$ cat src/rtl/cds_pkg.sv
// Shared types, constants and calendar helper functions for the date stepper.
package cds_pkg;

	localparam int YearW  = 14;
	localparam int MonthW = 4;
	localparam int DayW   = 5;
	localparam int CountW = 16;
	localparam int ModW   = 7;
	localparam int DdW    = 18;

	localparam logic [1:0] ReqLoad = 2'd0;
	localparam logic [1:0] ReqAdd  = 2'd1;
	localparam logic [1:0] ReqSub  = 2'd2;
	localparam logic [1:0] ReqCmp  = 2'd3;

	localparam logic [YearW-1:0]  YearMin    = 14'd1;
	localparam logic [YearW-1:0]  YearMax    = 14'd9999;
	localparam logic [ModW-1:0]   YearMinMod = 7'd1;
	localparam logic [ModW-1:0]   YearMaxMod = 7'd99;
	localparam logic [ModW-1:0]   ModLast    = 7'd99;
	localparam logic [YearW-1:0]  Century    = 14'd100;
	localparam logic [MonthW-1:0] MonthFirst = 4'd1;
	localparam logic [MonthW-1:0] MonthFeb   = 4'd2;
	localparam logic [MonthW-1:0] MonthLast  = 4'd12;
	localparam logic [DayW-1:0]   DayFirst   = 5'd1;
	localparam logic [DayW-1:0]   DayLast    = 5'd31;
	localparam logic [DayW-1:0]   LenShort   = 5'd30;
	localparam logic [DayW-1:0]   LenFeb     = 5'd28;
	localparam logic [DayW-1:0]   LenFebLeap = 5'd29;

	typedef struct packed {
		logic [1:0]        req_type;
		logic [YearW-1:0]  in_year;
		logic [MonthW-1:0] in_month;
		logic [DayW-1:0]   in_day;
		logic [CountW-1:0] day_count;
	} req_t;

	typedef struct packed {
		logic [YearW-1:0]  out_year;
		logic [MonthW-1:0] out_month;
		logic [DayW-1:0]   out_day;
		logic              is_greater;
		logic              is_equal;
		logic              range_error;
	} rsp_t;

	// year and month with the year's remainder mod 100 kept alongside
	typedef struct packed {
		logic [YearW-1:0]  year;
		logic [ModW-1:0]   mod100;
		logic [MonthW-1:0] month;
	} cal_t;

	typedef struct packed {
		logic done;
		logic sat;
	} step_st_t;

	// y%4 is y[1:0]; for a century year, y%400==0 reduces to y[3:0]==0
	function automatic logic is_leap(logic [YearW-1:0] y, logic [ModW-1:0] m100);
		return (y[1:0] == 2'd0) && ((m100 != '0) || (y[3:0] == 4'd0));
	endfunction

	function automatic logic [DayW-1:0] month_len(logic [MonthW-1:0] m, logic leap);
		logic [DayW-1:0] len;
		len = DayLast;
		if (m == MonthFeb)
			len = leap ? LenFebLeap : LenFeb;
		else if (m inside {4'd4, 4'd6, 4'd9, 4'd11})
			len = LenShort;
		return len;
	endfunction

endpackage

$ cat src/rtl/cds_step_unit.sv
// Shared month step unit: one carry or borrow across a month boundary per use.
module cds_step_unit (
	input  logic                         sub,
	input  cds_pkg::cal_t                cal,
	input  logic signed [cds_pkg::DdW-1:0] dd,
	output cds_pkg::cal_t                cal_nxt,
	output logic signed [cds_pkg::DdW-1:0] dd_nxt,
	output cds_pkg::step_st_t            st
);
	import cds_pkg::*;

	logic [DayW-1:0]   len_cur;
	logic [DayW-1:0]   len_prev;
	logic [ModW-1:0]   mod_up;
	logic [ModW-1:0]   mod_dn;
	cal_t              prev;
	logic signed [DdW-1:0] len_cur_s;
	logic signed [DdW-1:0] len_prev_s;

	always_comb begin
		len_cur   = month_len(cal.month, is_leap(cal.year, cal.mod100));
		mod_up    = (cal.mod100 == ModLast) ? '0 : cal.mod100 + 7'd1;
		mod_dn    = (cal.mod100 == '0) ? ModLast : cal.mod100 - 7'd1;
		if (cal.month == MonthFirst) begin
			prev.month  = MonthLast;
			prev.year   = cal.year - 14'd1;
			prev.mod100 = mod_dn;
		end else begin
			prev.month  = cal.month - 4'd1;
			prev.year   = cal.year;
			prev.mod100 = cal.mod100;
		end
		len_prev   = month_len(prev.month, is_leap(prev.year, prev.mod100));
		len_cur_s  = $signed({{(DdW-DayW){1'b0}}, len_cur});
		len_prev_s = $signed({{(DdW-DayW){1'b0}}, len_prev});

		cal_nxt = cal;
		dd_nxt  = dd;
		st      = '0;
		if (!sub) begin
			st.done = (dd <= len_cur_s);
			if (!st.done) begin
				dd_nxt = dd - len_cur_s;
				if (cal.month == MonthLast) begin
					if (cal.year == YearMax) begin
						st.sat          = 1'b1;
						cal_nxt.year    = YearMax;
						cal_nxt.mod100  = YearMaxMod;
						cal_nxt.month   = MonthLast;
						dd_nxt          = $signed({{(DdW-DayW){1'b0}}, DayLast});
					end else begin
						cal_nxt.year    = cal.year + 14'd1;
						cal_nxt.mod100  = mod_up;
						cal_nxt.month   = MonthFirst;
					end
				end else begin
					cal_nxt.month = cal.month + 4'd1;
				end
			end
		end else begin
			st.done = (dd > 0);
			if (!st.done) begin
				if (cal.month == MonthFirst && cal.year == YearMin) begin
					st.sat         = 1'b1;
					cal_nxt.year   = YearMin;
					cal_nxt.mod100 = YearMinMod;
					cal_nxt.month  = MonthFirst;
					dd_nxt         = $signed({{(DdW-DayW){1'b0}}, DayFirst});
				end else begin
					cal_nxt = prev;
					dd_nxt  = dd + len_prev_s;
				end
			end
		end
	end

endmodule

$ cat src/rtl/calendar_date_day_stepper.sv
// Top level of the calendar date stepper: request sequencer, date state, result register.
//
// Holds one Gregorian date (reset value 0001-01-01) and serves one request item
// at a time on the req channel; each request yields one result item on rsp.
// Request kinds: load a date (clamped to a valid date), add or subtract a day
// count, or compare the stored date with the given one.
// Work per item, from acceptance to the result register:
//   compare:       the result is registered as the item is accepted
//   load:          year mod 100 is formed by restoring shift-subtract steps,
//                  then the day is clamped
//   add, subtract: one step per month boundary crossed; the shared
//                  month step unit handles one boundary a cycle.
// req_ready is low while an item is being worked on, and also while a finished
// result waits in the rsp register with rsp_ready low; the next item is taken
// only once that result leaves, so a waiting result is never overwritten.
// Reset clears the date to 0001-01-01 and drops rsp_valid.
module calendar_date_day_stepper (
	input  logic          clk,
	input  logic          arst_n,
	input  logic          req_valid,
	output logic          req_ready,
	input  cds_pkg::req_t req,
	output logic          rsp_valid,
	input  logic          rsp_ready,
	output cds_pkg::rsp_t rsp
);
	import cds_pkg::*;

	localparam logic [1:0] StIdle = 2'd0;
	localparam logic [1:0] StMod  = 2'd1;
	localparam logic [1:0] StDay  = 2'd2;
	localparam logic [1:0] StStep = 2'd3;

	logic [1:0]            state_q;
	cal_t                  cal_q;
	logic [DayW-1:0]       cur_day_q;
	logic signed [DdW-1:0] dd_q;
	logic                  sub_q;
	logic                  err_q;
	logic [YearW-1:0]      rem_q;
	logic [2:0]            k_q;
	logic                  rsp_valid_q;
	rsp_t                  rsp_q;

	cal_t                  cal_nxt;
	logic signed [DdW-1:0] dd_nxt;
	step_st_t              step_st;

	logic                  accept;
	logic                  out_free;
	logic                  rsp_set;
	logic [YearW-1:0]      rem_sub;
	logic [YearW-1:0]      rem_nxt;
	logic [YearW-1:0]      ld_year;
	logic [MonthW-1:0]     ld_month;
	logic                  ld_err;
	logic [DayW-1:0]       ld_len;
	logic [DayW-1:0]       ld_day;
	logic                  ld_day_err;
	logic                  cmp_gt;
	logic                  cmp_eq;

	cds_step_unit u_step (
		.sub     (sub_q),
		.cal     (cal_q),
		.dd      (dd_q),
		.cal_nxt (cal_nxt),
		.dd_nxt  (dd_nxt),
		.st      (step_st)
	);

	assign out_free  = !rsp_valid_q || rsp_ready;
	assign req_ready = (state_q == StIdle) && out_free;
	assign accept    = req_valid && req_ready;
	assign rsp_valid = rsp_valid_q;
	assign rsp       = rsp_q;

	// a result item is written this cycle
	assign rsp_set = (accept && (req.req_type == ReqCmp))
		|| ((state_q == StDay) && out_free)
		|| ((state_q == StStep) && step_st.done && out_free);

	always_comb begin
		// load clamping of year and month
		ld_err   = 1'b0;
		ld_year  = req.in_year;
		ld_month = req.in_month;
		if (req.in_year < YearMin) begin
			ld_year = YearMin;
			ld_err  = 1'b1;
		end
		if (req.in_year > YearMax) begin
			ld_year = YearMax;
			ld_err  = 1'b1;
		end
		if (req.in_month < MonthFirst) begin
			ld_month = MonthFirst;
			ld_err   = 1'b1;
		end
		if (req.in_month > MonthLast) begin
			ld_month = MonthLast;
			ld_err   = 1'b1;
		end

		// one restoring step of year mod 100: subtract 100 << k when it fits
		rem_sub = Century << k_q;
		rem_nxt = (rem_q >= rem_sub) ? rem_q - rem_sub : rem_q;

		// day clamp once the year's leap status is known
		ld_len     = month_len(cal_q.month, is_leap(cal_q.year, cal_q.mod100));
		ld_day     = dd_q[DayW-1:0];
		ld_day_err = 1'b0;
		if (ld_day < DayFirst) begin
			ld_day     = DayFirst;
			ld_day_err = 1'b1;
		end
		if (ld_day > ld_len) begin
			ld_day     = ld_len;
			ld_day_err = 1'b1;
		end

		cmp_gt = 1'b0;
		cmp_eq = 1'b0;
		if (cal_q.year != req.in_year)
			cmp_gt = cal_q.year > req.in_year;
		else if (cal_q.month != req.in_month)
			cmp_gt = cal_q.month > req.in_month;
		else if (cur_day_q != req.in_day)
			cmp_gt = cur_day_q > req.in_day;
		else
			cmp_eq = 1'b1;
	end

	always_ff @(posedge clk or negedge arst_n) begin
		if (!arst_n) begin
			state_q      <= StIdle;
			cal_q.year   <= YearMin;
			cal_q.mod100 <= YearMinMod;
			cal_q.month  <= MonthFirst;
			cur_day_q    <= DayFirst;
			rsp_valid_q  <= 1'b0;
			err_q        <= 1'b0;
			sub_q        <= 1'b0;
			k_q          <= '0;
		end else begin
			if (rsp_set)
				rsp_valid_q <= 1'b1;
			else if (rsp_ready)
				rsp_valid_q <= 1'b0;
			case (state_q)
				StIdle: begin
					if (accept) begin
						case (req.req_type)
							ReqLoad: begin
								cal_q.year  <= ld_year;
								cal_q.month <= ld_month;
								err_q       <= ld_err;
								k_q         <= 3'd6;
								state_q     <= StMod;
							end
							ReqAdd, ReqSub: begin
								sub_q   <= (req.req_type == ReqSub);
								err_q   <= 1'b0;
								state_q <= StStep;
							end
							default: ;
						endcase
					end
				end
				StMod: begin
					k_q <= k_q - 3'd1;
					if (k_q == '0) begin
						cal_q.mod100 <= rem_nxt[ModW-1:0];
						state_q      <= StDay;
					end
				end
				StDay: begin
					if (out_free) begin
						cur_day_q <= ld_day;
						err_q     <= err_q | ld_day_err;
						state_q   <= StIdle;
					end
				end
				StStep: begin
					if (step_st.done) begin
						if (out_free) begin
							cur_day_q <= dd_q[DayW-1:0];
							state_q   <= StIdle;
						end
					end else begin
						cal_q <= cal_nxt;
						err_q <= err_q | step_st.sat;
					end
				end
				default: begin
					state_q <= StIdle;
				end
			endcase
		end
	end

	// datapath registers without reset
	always_ff @(posedge clk) begin
		case (state_q)
			StIdle: begin
				if (accept) begin
					case (req.req_type)
						ReqLoad: begin
							rem_q <= ld_year;
							dd_q  <= $signed({{(DdW-DayW){1'b0}}, req.in_day});
						end
						ReqAdd: begin
							dd_q <= $signed({{(DdW-DayW){1'b0}}, cur_day_q})
								+ $signed({{(DdW-CountW){1'b0}}, req.day_count});
						end
						ReqSub: begin
							dd_q <= $signed({{(DdW-DayW){1'b0}}, cur_day_q})
								- $signed({{(DdW-CountW){1'b0}}, req.day_count});
						end
						default: begin
							rsp_q.out_year    <= cal_q.year;
							rsp_q.out_month   <= cal_q.month;
							rsp_q.out_day     <= cur_day_q;
							rsp_q.is_greater  <= cmp_gt;
							rsp_q.is_equal    <= cmp_eq;
							rsp_q.range_error <= 1'b0;
						end
					endcase
				end
			end
			StMod: begin
				rem_q <= rem_nxt;
			end
			StDay: begin
				if (out_free) begin
					rsp_q.out_year    <= cal_q.year;
					rsp_q.out_month   <= cal_q.month;
					rsp_q.out_day     <= ld_day;
					rsp_q.is_greater  <= 1'b0;
					rsp_q.is_equal    <= 1'b0;
					rsp_q.range_error <= err_q | ld_day_err;
				end
			end
			StStep: begin
				if (step_st.done) begin
					if (out_free) begin
						rsp_q.out_year    <= cal_q.year;
						rsp_q.out_month   <= cal_q.month;
						rsp_q.out_day     <= dd_q[DayW-1:0];
						rsp_q.is_greater  <= 1'b0;
						rsp_q.is_equal    <= 1'b0;
						rsp_q.range_error <= err_q;
					end
				end else begin
					dd_q <= dd_nxt;
				end
			end
			default: begin
				dd_q <= dd_q;
			end
		endcase
	end

endmodule

$ cat config.mk
export PLATFORM = sky130hd
export DESIGN_NAME = calendar_date_day_stepper
export DESIGN_NICKNAME = d
export VERILOG_FILES = /design/src/rtl/cds_pkg.sv /design/src/rtl/cds_step_unit.sv /design/src/rtl/calendar_date_day_stepper.sv
export SDC_FILE = /design/constraint.sdc
export NUM_CORES = 1
export LEC_CHECK = 0
export BUFFER_PORTS_ARGS = -buffer_cell sky130_fd_sc_hd__buf_2
export CAP_MARGIN = 30
export CORE_ASPECT_RATIO = 1.1
export CORE_MARGIN = 4
export CORE_UTILIZATION = 36
export CTS_BUF_LIST = sky130_fd_sc_hd__clkbuf_4
export CTS_CLUSTER_DIAMETER = 80
export DETAILED_ROUTE_END_ITERATION = 6
export GPL_ROUTABILITY_DRIVEN = 0
export GPL_TIMING_DRIVEN = 0
export PLACE_DENSITY = 0.52
export SLEW_MARGIN = 10
export SYNTH_ARGS = -nofsm -noshare
export SYNTH_HDL_FRONTEND = slang
export SYNTH_SLANG_ARGS = --single-unit
export TNS_END_PERCENT = 50
$ cat constraint.sdc
create_clock -name clk -period 5.75 [get_ports clk]
set_input_delay 0 -clock clk [delete_from_list [all_inputs] [get_ports clk]]
set_output_delay 0 -clock clk [all_outputs]
set_load 0.02 [all_outputs]
# Word level (Yosys, flattened, before mapping)
# Index checks and enable logic that the tools add are counted.
# W data, S select, Z words.
[totals]
ff_bits = 96
latchBits = 0
ramBits = 0
rom_bits = 0
input_bits = 45
out_inout_bits = 28
wordCells = 219
mem_count = 0
[classes]
n_addsub = 12
multipliers = 0
div_mod_pow = 0
order_cmp = 12
n_eq_ne = 39
shifts = 1
mux = 87
n_bitwise = 2
n_reduce_logical = 47
[op_table]
columns = ["op", "n"]
rows = [
  ["$mux W25", 7],
  ["$mux W18", 8],
  ["$mux W26", 5],
  ["$pmux W26 S3", 1],
  ["$mux W14", 5],
  ["$pmux W14 S2", 2],
  ["$pmux W18 S3", 1],
  ["$pmux W18 S2", 1],
  ["$mux W5", 7],
  ["$mux W1", 26],
  ["$reduce_and A6 Y1", 4],
  ["$mux W21", 1],
  ["$mux W7", 3],
  ["$eq A4 B4 Y1 const B", 5],
  ["$mux W4", 5],
  ["$add A18 B6 Y18", 1],
  ["$gt A18 B1 Y1 const B", 1],
  ["$le A18 B6 Y1", 1],
  ["$sub A18 B6 Y18", 1],
  ["$add A5 B16 Y17", 1],
  ["$sub A5 B16 Y17", 1],
  ["$eq A4 B3 Y1 const B", 4],
  ["$ne A2 B2 Y1 const B", 8],
  ["$add A14 B1 Y14 const B", 1],
  ["62 further kinds", 100],
]

# Logic depth before layout (Yosys ltp)
[depth]
ltp_word = 14
depth_mapped = 18
ltp_nobuf = 18

# Modules after synthesis
# A second synthesis with hierarchy kept.
[hier_totals]
cells_unflattened = 1187
area_unflattened_um2 = 9711.8
[modules_own_cells]
columns = ["mod", "n_inst", "cells_each", "area_per_inst_um2", "seq_area_each_um2"]
rows = [
  ["calendar_date_day_stepper", 1, 696, 6640.1, 2697.6],
  ["cds_step_unit", 1, 491, 3071.7, 0.0],
]

# Worst setup path after synthesis
# Ideal clock, no wire load.
[synth_path]
path_kind = "register to register"
startpoint = "register cal_q[6] (netlist bit)"
endpoint = "register dd_q[0], enable pin"
setup_time_ps = 427
arrival_time_ps = 3918
required_ps = 5323
setup_slack_ps = 1405
path_stages_with_launch = 12
path_buffers = 0
period_less_slack_ps = 4345
path_cell_list = "dfrtp_1 -> or3_1 -> o41ai_1 -> a21oi_1 -> ha_1 -> inv_1 -> fa_1 -> and3_1 -> and3_1 -> o21ai_0 -> a21o_1 -> a311oi_1"
[synth_via]
elab_chain_cells = 9
elab_cells_between_ends = 10
cone_classes = "order compare: 1; eq/ne: 2; mux: 3; reduce/logical: 4"
[synth_rtl]
columns = ["item", "line", "text"]
rows = [
  ["from (decl)", "calendar_date_day_stepper.sv:35", "cal_t cal_q;"],
  ["from (signal assigned)", "calendar_date_day_stepper.sv:191", "cal_q <= cal_nxt;"],
  ["$reduce_bool A7 Y1 (*)", "cds_pkg.sv:62", "return (y[1:0] == 2'd0) && ((m100 != '0) || (y[3:0] == 4'd0));"],
  ["$logic_or A1 B1 Y1 (*)", "cds_pkg.sv:62", ""],
  ["$logic_and A1 B1 Y1 (*)", "cds_pkg.sv:62", ""],
  ["$mux W1 (*)", "cds_pkg.sv:69", "len = leap ? LenFebLeap : LenFeb;"],
  ["$mux W5 (*)", "cds_pkg.sv:68", "if (m == MonthFeb)"],
  ["$le A18 B6 Y1 (*)", "cds_step_unit.sv:41", "st.done = (dd <= len_cur_s);"],
  ["$mux W2", "cds_step_unit.sv:40", "if (!sub) begin"],
  ["$ne A2 B2 Y1 (no source line)", "n/a", ""],
  ["$reduce_and A6 Y1 (no source line) (*)", "n/a", ""],
  ["to (signal assigned)", "calendar_date_day_stepper.sv:210", "dd_q <= $signed({{(DdW-DayW){1'b0}}, req.in_day});"],
  ["to (signal assigned)", "calendar_date_day_stepper.sv:213", "dd_q <= $signed({{(DdW-DayW){1'b0}}, cur_day_q})"],
  ["to (signal assigned)", "calendar_date_day_stepper.sv:217", "dd_q <= $signed({{(DdW-DayW){1'b0}}, cur_day_q})"],
  ["to (decl)", "calendar_date_day_stepper.sv:37", "logic signed [DdW-1:0] dd_q;"],
]
# Every way passes the cells marked *; elsewhere a longest branch is shown, timed or not.
# A chain may end at the register's enable or synchronous reset.

# Worst setup path in the final report
[layout_path]
startpoint = "register cal_q[1] (netlist bit)"
endpoint = "register dd_q[13] (data pin)"
[layout_via]
elab_chain_cells = 13
elab_cells_between_ends = 37
cone_classes = "add/sub: 3; eq/ne: 12; mux: 14; reduce/logical: 8"
[layout_rtl]
columns = ["item", "line", "text"]
rows = [
  ["parallel branches: the longest is 10 deep, another holds $add A18 B6 Y18", "n/a", ""],
  ["$mux W18 (*)", "cds_step_unit.sv:40", ""],
  ["$mux W18 (*)", "calendar_date_day_stepper.sv:245", "if (step_st.done) begin"],
  ["$pmux W18 S2 (*)", "calendar_date_day_stepper.sv:204", "case (state_q)"],
  ["to (signal assigned)", "calendar_date_day_stepper.sv:210", ""],
  ["to (signal assigned)", "calendar_date_day_stepper.sv:213", ""],
  ["to (signal assigned)", "calendar_date_day_stepper.sv:255", "dd_q <= dd_nxt;"],
]
# Mark *: on every way between the ends. The select of a mux whose other input is x is not followed.

==> impl_metrics.env <==
export IMPL_status="finished clean"
export IMPL_start_util_pct=36.7
export IMPL_via_count=9000
export IMPL_cp_arrival_ns=5.16
export IMPL_viasPerCell=5.98
export IMPL_grt_max_degree=27
export IMPL_drt_wirelength_per_cell_um=20.6
export IMPL_cts_buffer_depth=2
export IMPL_insertion_delay_ns=0.52
export IMPL_die_h_um=174
export IMPL_hold_viol=0
export IMPL_relSlewSlack_pct=38.9
export IMPL_pre_cts_ws_ns=0.532
export IMPL_fin_tns_setup_ns=0
export IMPL_wirelength_um=31100
export IMPL_setup_violations=0
export IMPL_synth_edf_count=58
export IMPL_syn_inst=1076
export IMPL_cp_startpoint="cal_q[1]"
export IMPL_die_w_um=159
export IMPL_tritoncts="yes"
export IMPL_ir_drop_v=0.000228
export IMPL_grt_pass1_wl_um=49000
export IMPL_fmax_mhz=205
export IMPL_dpl_hpwl_um=24000
export IMPL_tightest_slew_ns=0.893
export IMPL_cts_made_buffers=9
export IMPL_final_cell_mix="nor2_1 (93), nand2_1 (84), buf_2 (80)"
export IMPL_cts_resized=0
export IMPL_slew_violations=0
export IMPL_clk_pin_slew_ns=0.17
export IMPL_fin_hold_ws_ns=0.00775
export IMPL_hold_class="primary input to asynchronous set/reset pin"
export IMPL_fin_crit_ns=4.87
export IMPL_portBuffers=69
export IMPL_reg2reg_slack_ns=0.88
export IMPL_worst_path_max_fanout=10
export IMPL_rsz0062_at_grt="no"
export IMPL_drive_gt1_share_pct=11.6
export IMPL_firstDrtPassIters=6
export IMPL_timing_rr_start="cal_q[1]"
export IMPL_syn_to_final_growth_pct=13.8
export IMPL_yosysWarnings=0
export IMPL_worst_setup_path_start_kind="flop"
export IMPL_clock_sinks=96
export IMPL_r2r_end="dd_q[13]"
export IMPL_drc=0
export IMPL_synth_ff_type="edfxtp_1"
export IMPL_fillCellCount=2564
export IMPL_maxCapViolCount=0
export IMPL_layout_commonest_cell="nor2_1"
export IMPL_crit_family="compound AO/OA/AOI/OAI gates"
export IMPL_syn_avg_cell_area_sq_um=8.40
export IMPL_worstPathRequired_ns=6.03
export IMPL_grt_pass1_vias=8804
export IMPL_slowest_delay_ns=0.60
export IMPL_fp_row_count=60
export IMPL_track_usage_pct=22.0
export IMPL_p_leak_nw=4.16
export IMPL_clock_root_buffer="clkbuf_4"
export IMPL_endpoint_kind="flop"
export IMPL_cellPowerDensity_mw_per_mm2=555
export IMPL_die_area_sq_mm=0.0277
export IMPL_syn_cell_area_sq_mm=0.00904
export IMPL_ys_async_sr_fraction_pct=39.6
export IMPL_utilization_pct=41.8
export IMPL_fin_ws_ns=0.876
export IMPL_fin_skew_ns=0.0231
export IMPL_core_area_sq_mm=0.0246
export IMPL_ys_seq_area_share_pct=29.8
export IMPL_reg2reg_depth=16
export IMPL_cts_htree_levels=3
export IMPL_ios=73
export IMPL_criticalPathCategory="flop to flop"
export IMPL_synth_cell_types=79
export IMPL_crit_path_end="dd_q[13]"
export IMPL_syn_nets=1203
export IMPL_drt_initial_drc_count=774
export IMPL_fin_nets=1316
export IMPL_route_antenna_remaining_nets=0
export IMPL_grt_antenna_before_repair=1
export IMPL_crit_chain="inv_1, ha_1, nand2_1, clkbuf_1, nor2_1, o21ai_0, a21oi_1, nor4_1, o31ai_1, ha_1, a211oi_1, a211oi_1, and2_1, a221o_1, a22oi_1, o21ai_0"
export IMPL_overflow=0
export IMPL_path_depth=16
export IMPL_cpMaxStageDelayCell="a211oi_1"
export IMPL_path_buf_inv=2
export IMPL_synth_seq_cells=96
export IMPL_finalCritPeriodShare_pct=84.8
==> how the worst min path moves through the flow <==
stage            start      endpoint  slack (ns)  depth (start not counted)
2_1_floorplan   arst_n     cal_q[10]       -0.30                          0
3_3_place_gp    arst_n  cur_day_q[3]        0.25                          1
3_5_place_dp    arst_n  cur_day_q[3]        0.05                          1
4_1_cts        req[19]       dd_q[3]       0.008                          5
5_1_grt         arst_n  cur_day_q[3]        0.07                          2
6_report        arst_n  cur_day_q[2]       0.008                          2
==> stage by stage <==
stage	power, mW	area (sq um)	cells
2_1_floorplan	4.12	9040	1076
3_3_place_gp	5.17	9770	1455
3_5_place_dp	5.22	9850	1460
4_1_cts	5.68	10300	1503
5_1_grt	6.19	10300	1505
6_report	5.71	10300	1506
==> cell usage after synthesis (13+ instances only) <==
cell | n | area [sq um]
o22ai_1 | 24 | 150
nor2_1 | 93 | 349
nor4_1 | 15 | 93.8
a211oi_1 | 13 | 97.6
dfrtp_1 | 34 | 851
a31oi_1 | 13 | 81.3
a221oi_1 | 13 | 114
xor2_1 | 15 | 131
a21oi_1 | 72 | 360
and3_1 | 18 | 113
clkbuf_1 | 40 | 150
edfxtp_1 | 58 | 1740
o221ai_1 | 15 | 131
inv_1 | 74 | 278
nor3_1 | 29 | 145
ha_1 | 78 | 976
mux2i_1 | 17 | 170
o21ai_0 | 74 | 370
nand3_1 | 44 | 220
nor2b_1 | 14 | 87.6
nand2_1 | 84 | 315
==> routing by layer <==
layer	wire length, um	GRT usage, %
met4	662	6.84
met1	13700	28.3
met5	0	0
met3	1690	3.49
met2	15000	38.0
==> state kept, by name (all words and copies together), names as in the netlist <==
signal and count:
dd_q 18, rem_q 14, rsp_valid 1, state_q 2
err_q 1, rsp 26, k_q 3, cur_day_q 5
cal_q 25, sub_q 1
==> cells by family (layout without fill, tap and decap cells) <==
| family | count (synthesis) | in the layout | share of synthesized area [%] |
|---|---|---|---|
| flip-flops | 96 | 96 | 29.8 |
| AO/OA/AOI/OAI | 349 | 349 | 26.4 |
| other | 0 | 2 | 0 |
| AND/OR/NAND/NOR | 363 | 363 | 20.5 |
| buffers and inverters | 130 | 248 | 5.67 |
| adder cells (fa/ha/maj) | 82 | 82 | 11.7 |
| XOR/XNOR | 27 | 27 | 2.62 |
| multiplexers | 29 | 29 | 3.38 |
==> area by class of cell <==
| type | instances | area, sq um | area share, % |
|---|---|---|---|
| Multi-Input combinational cell | 850 | 5850 | 56.8 |
| Sequential cell | 96 | 2700 | 26.2 |
| Timing Repair Buffer | 102 | 681 | 6.61 |
| Tap cell | 310 | 388 | 3.77 |
| Inverter | 75 | 282 | 2.74 |
| Buffer | 55 | 231 | 2.25 |
| Clock inverter | 6 | 83.8 | 0.814 |
| Clock buffer | 10 | 75.1 | 0.729 |
| Antenna cell | 2 | 5.00 | 0.0486 |
==> timing repair <==
action	4_1_cts	5_1_grt
hold buffers	27	0
setup endpoints to repair	0	0
hold endpoints to repair	68	0
setup buffers	0	0
==> power breakdown <==
part / switching [mW] / internal, mW
registers: 0.339 / 1.21
logic: 2.33 / 1.39
clock network: 0.261 / 0.179
No activity file was read; power rests on OpenSTA's default activity.
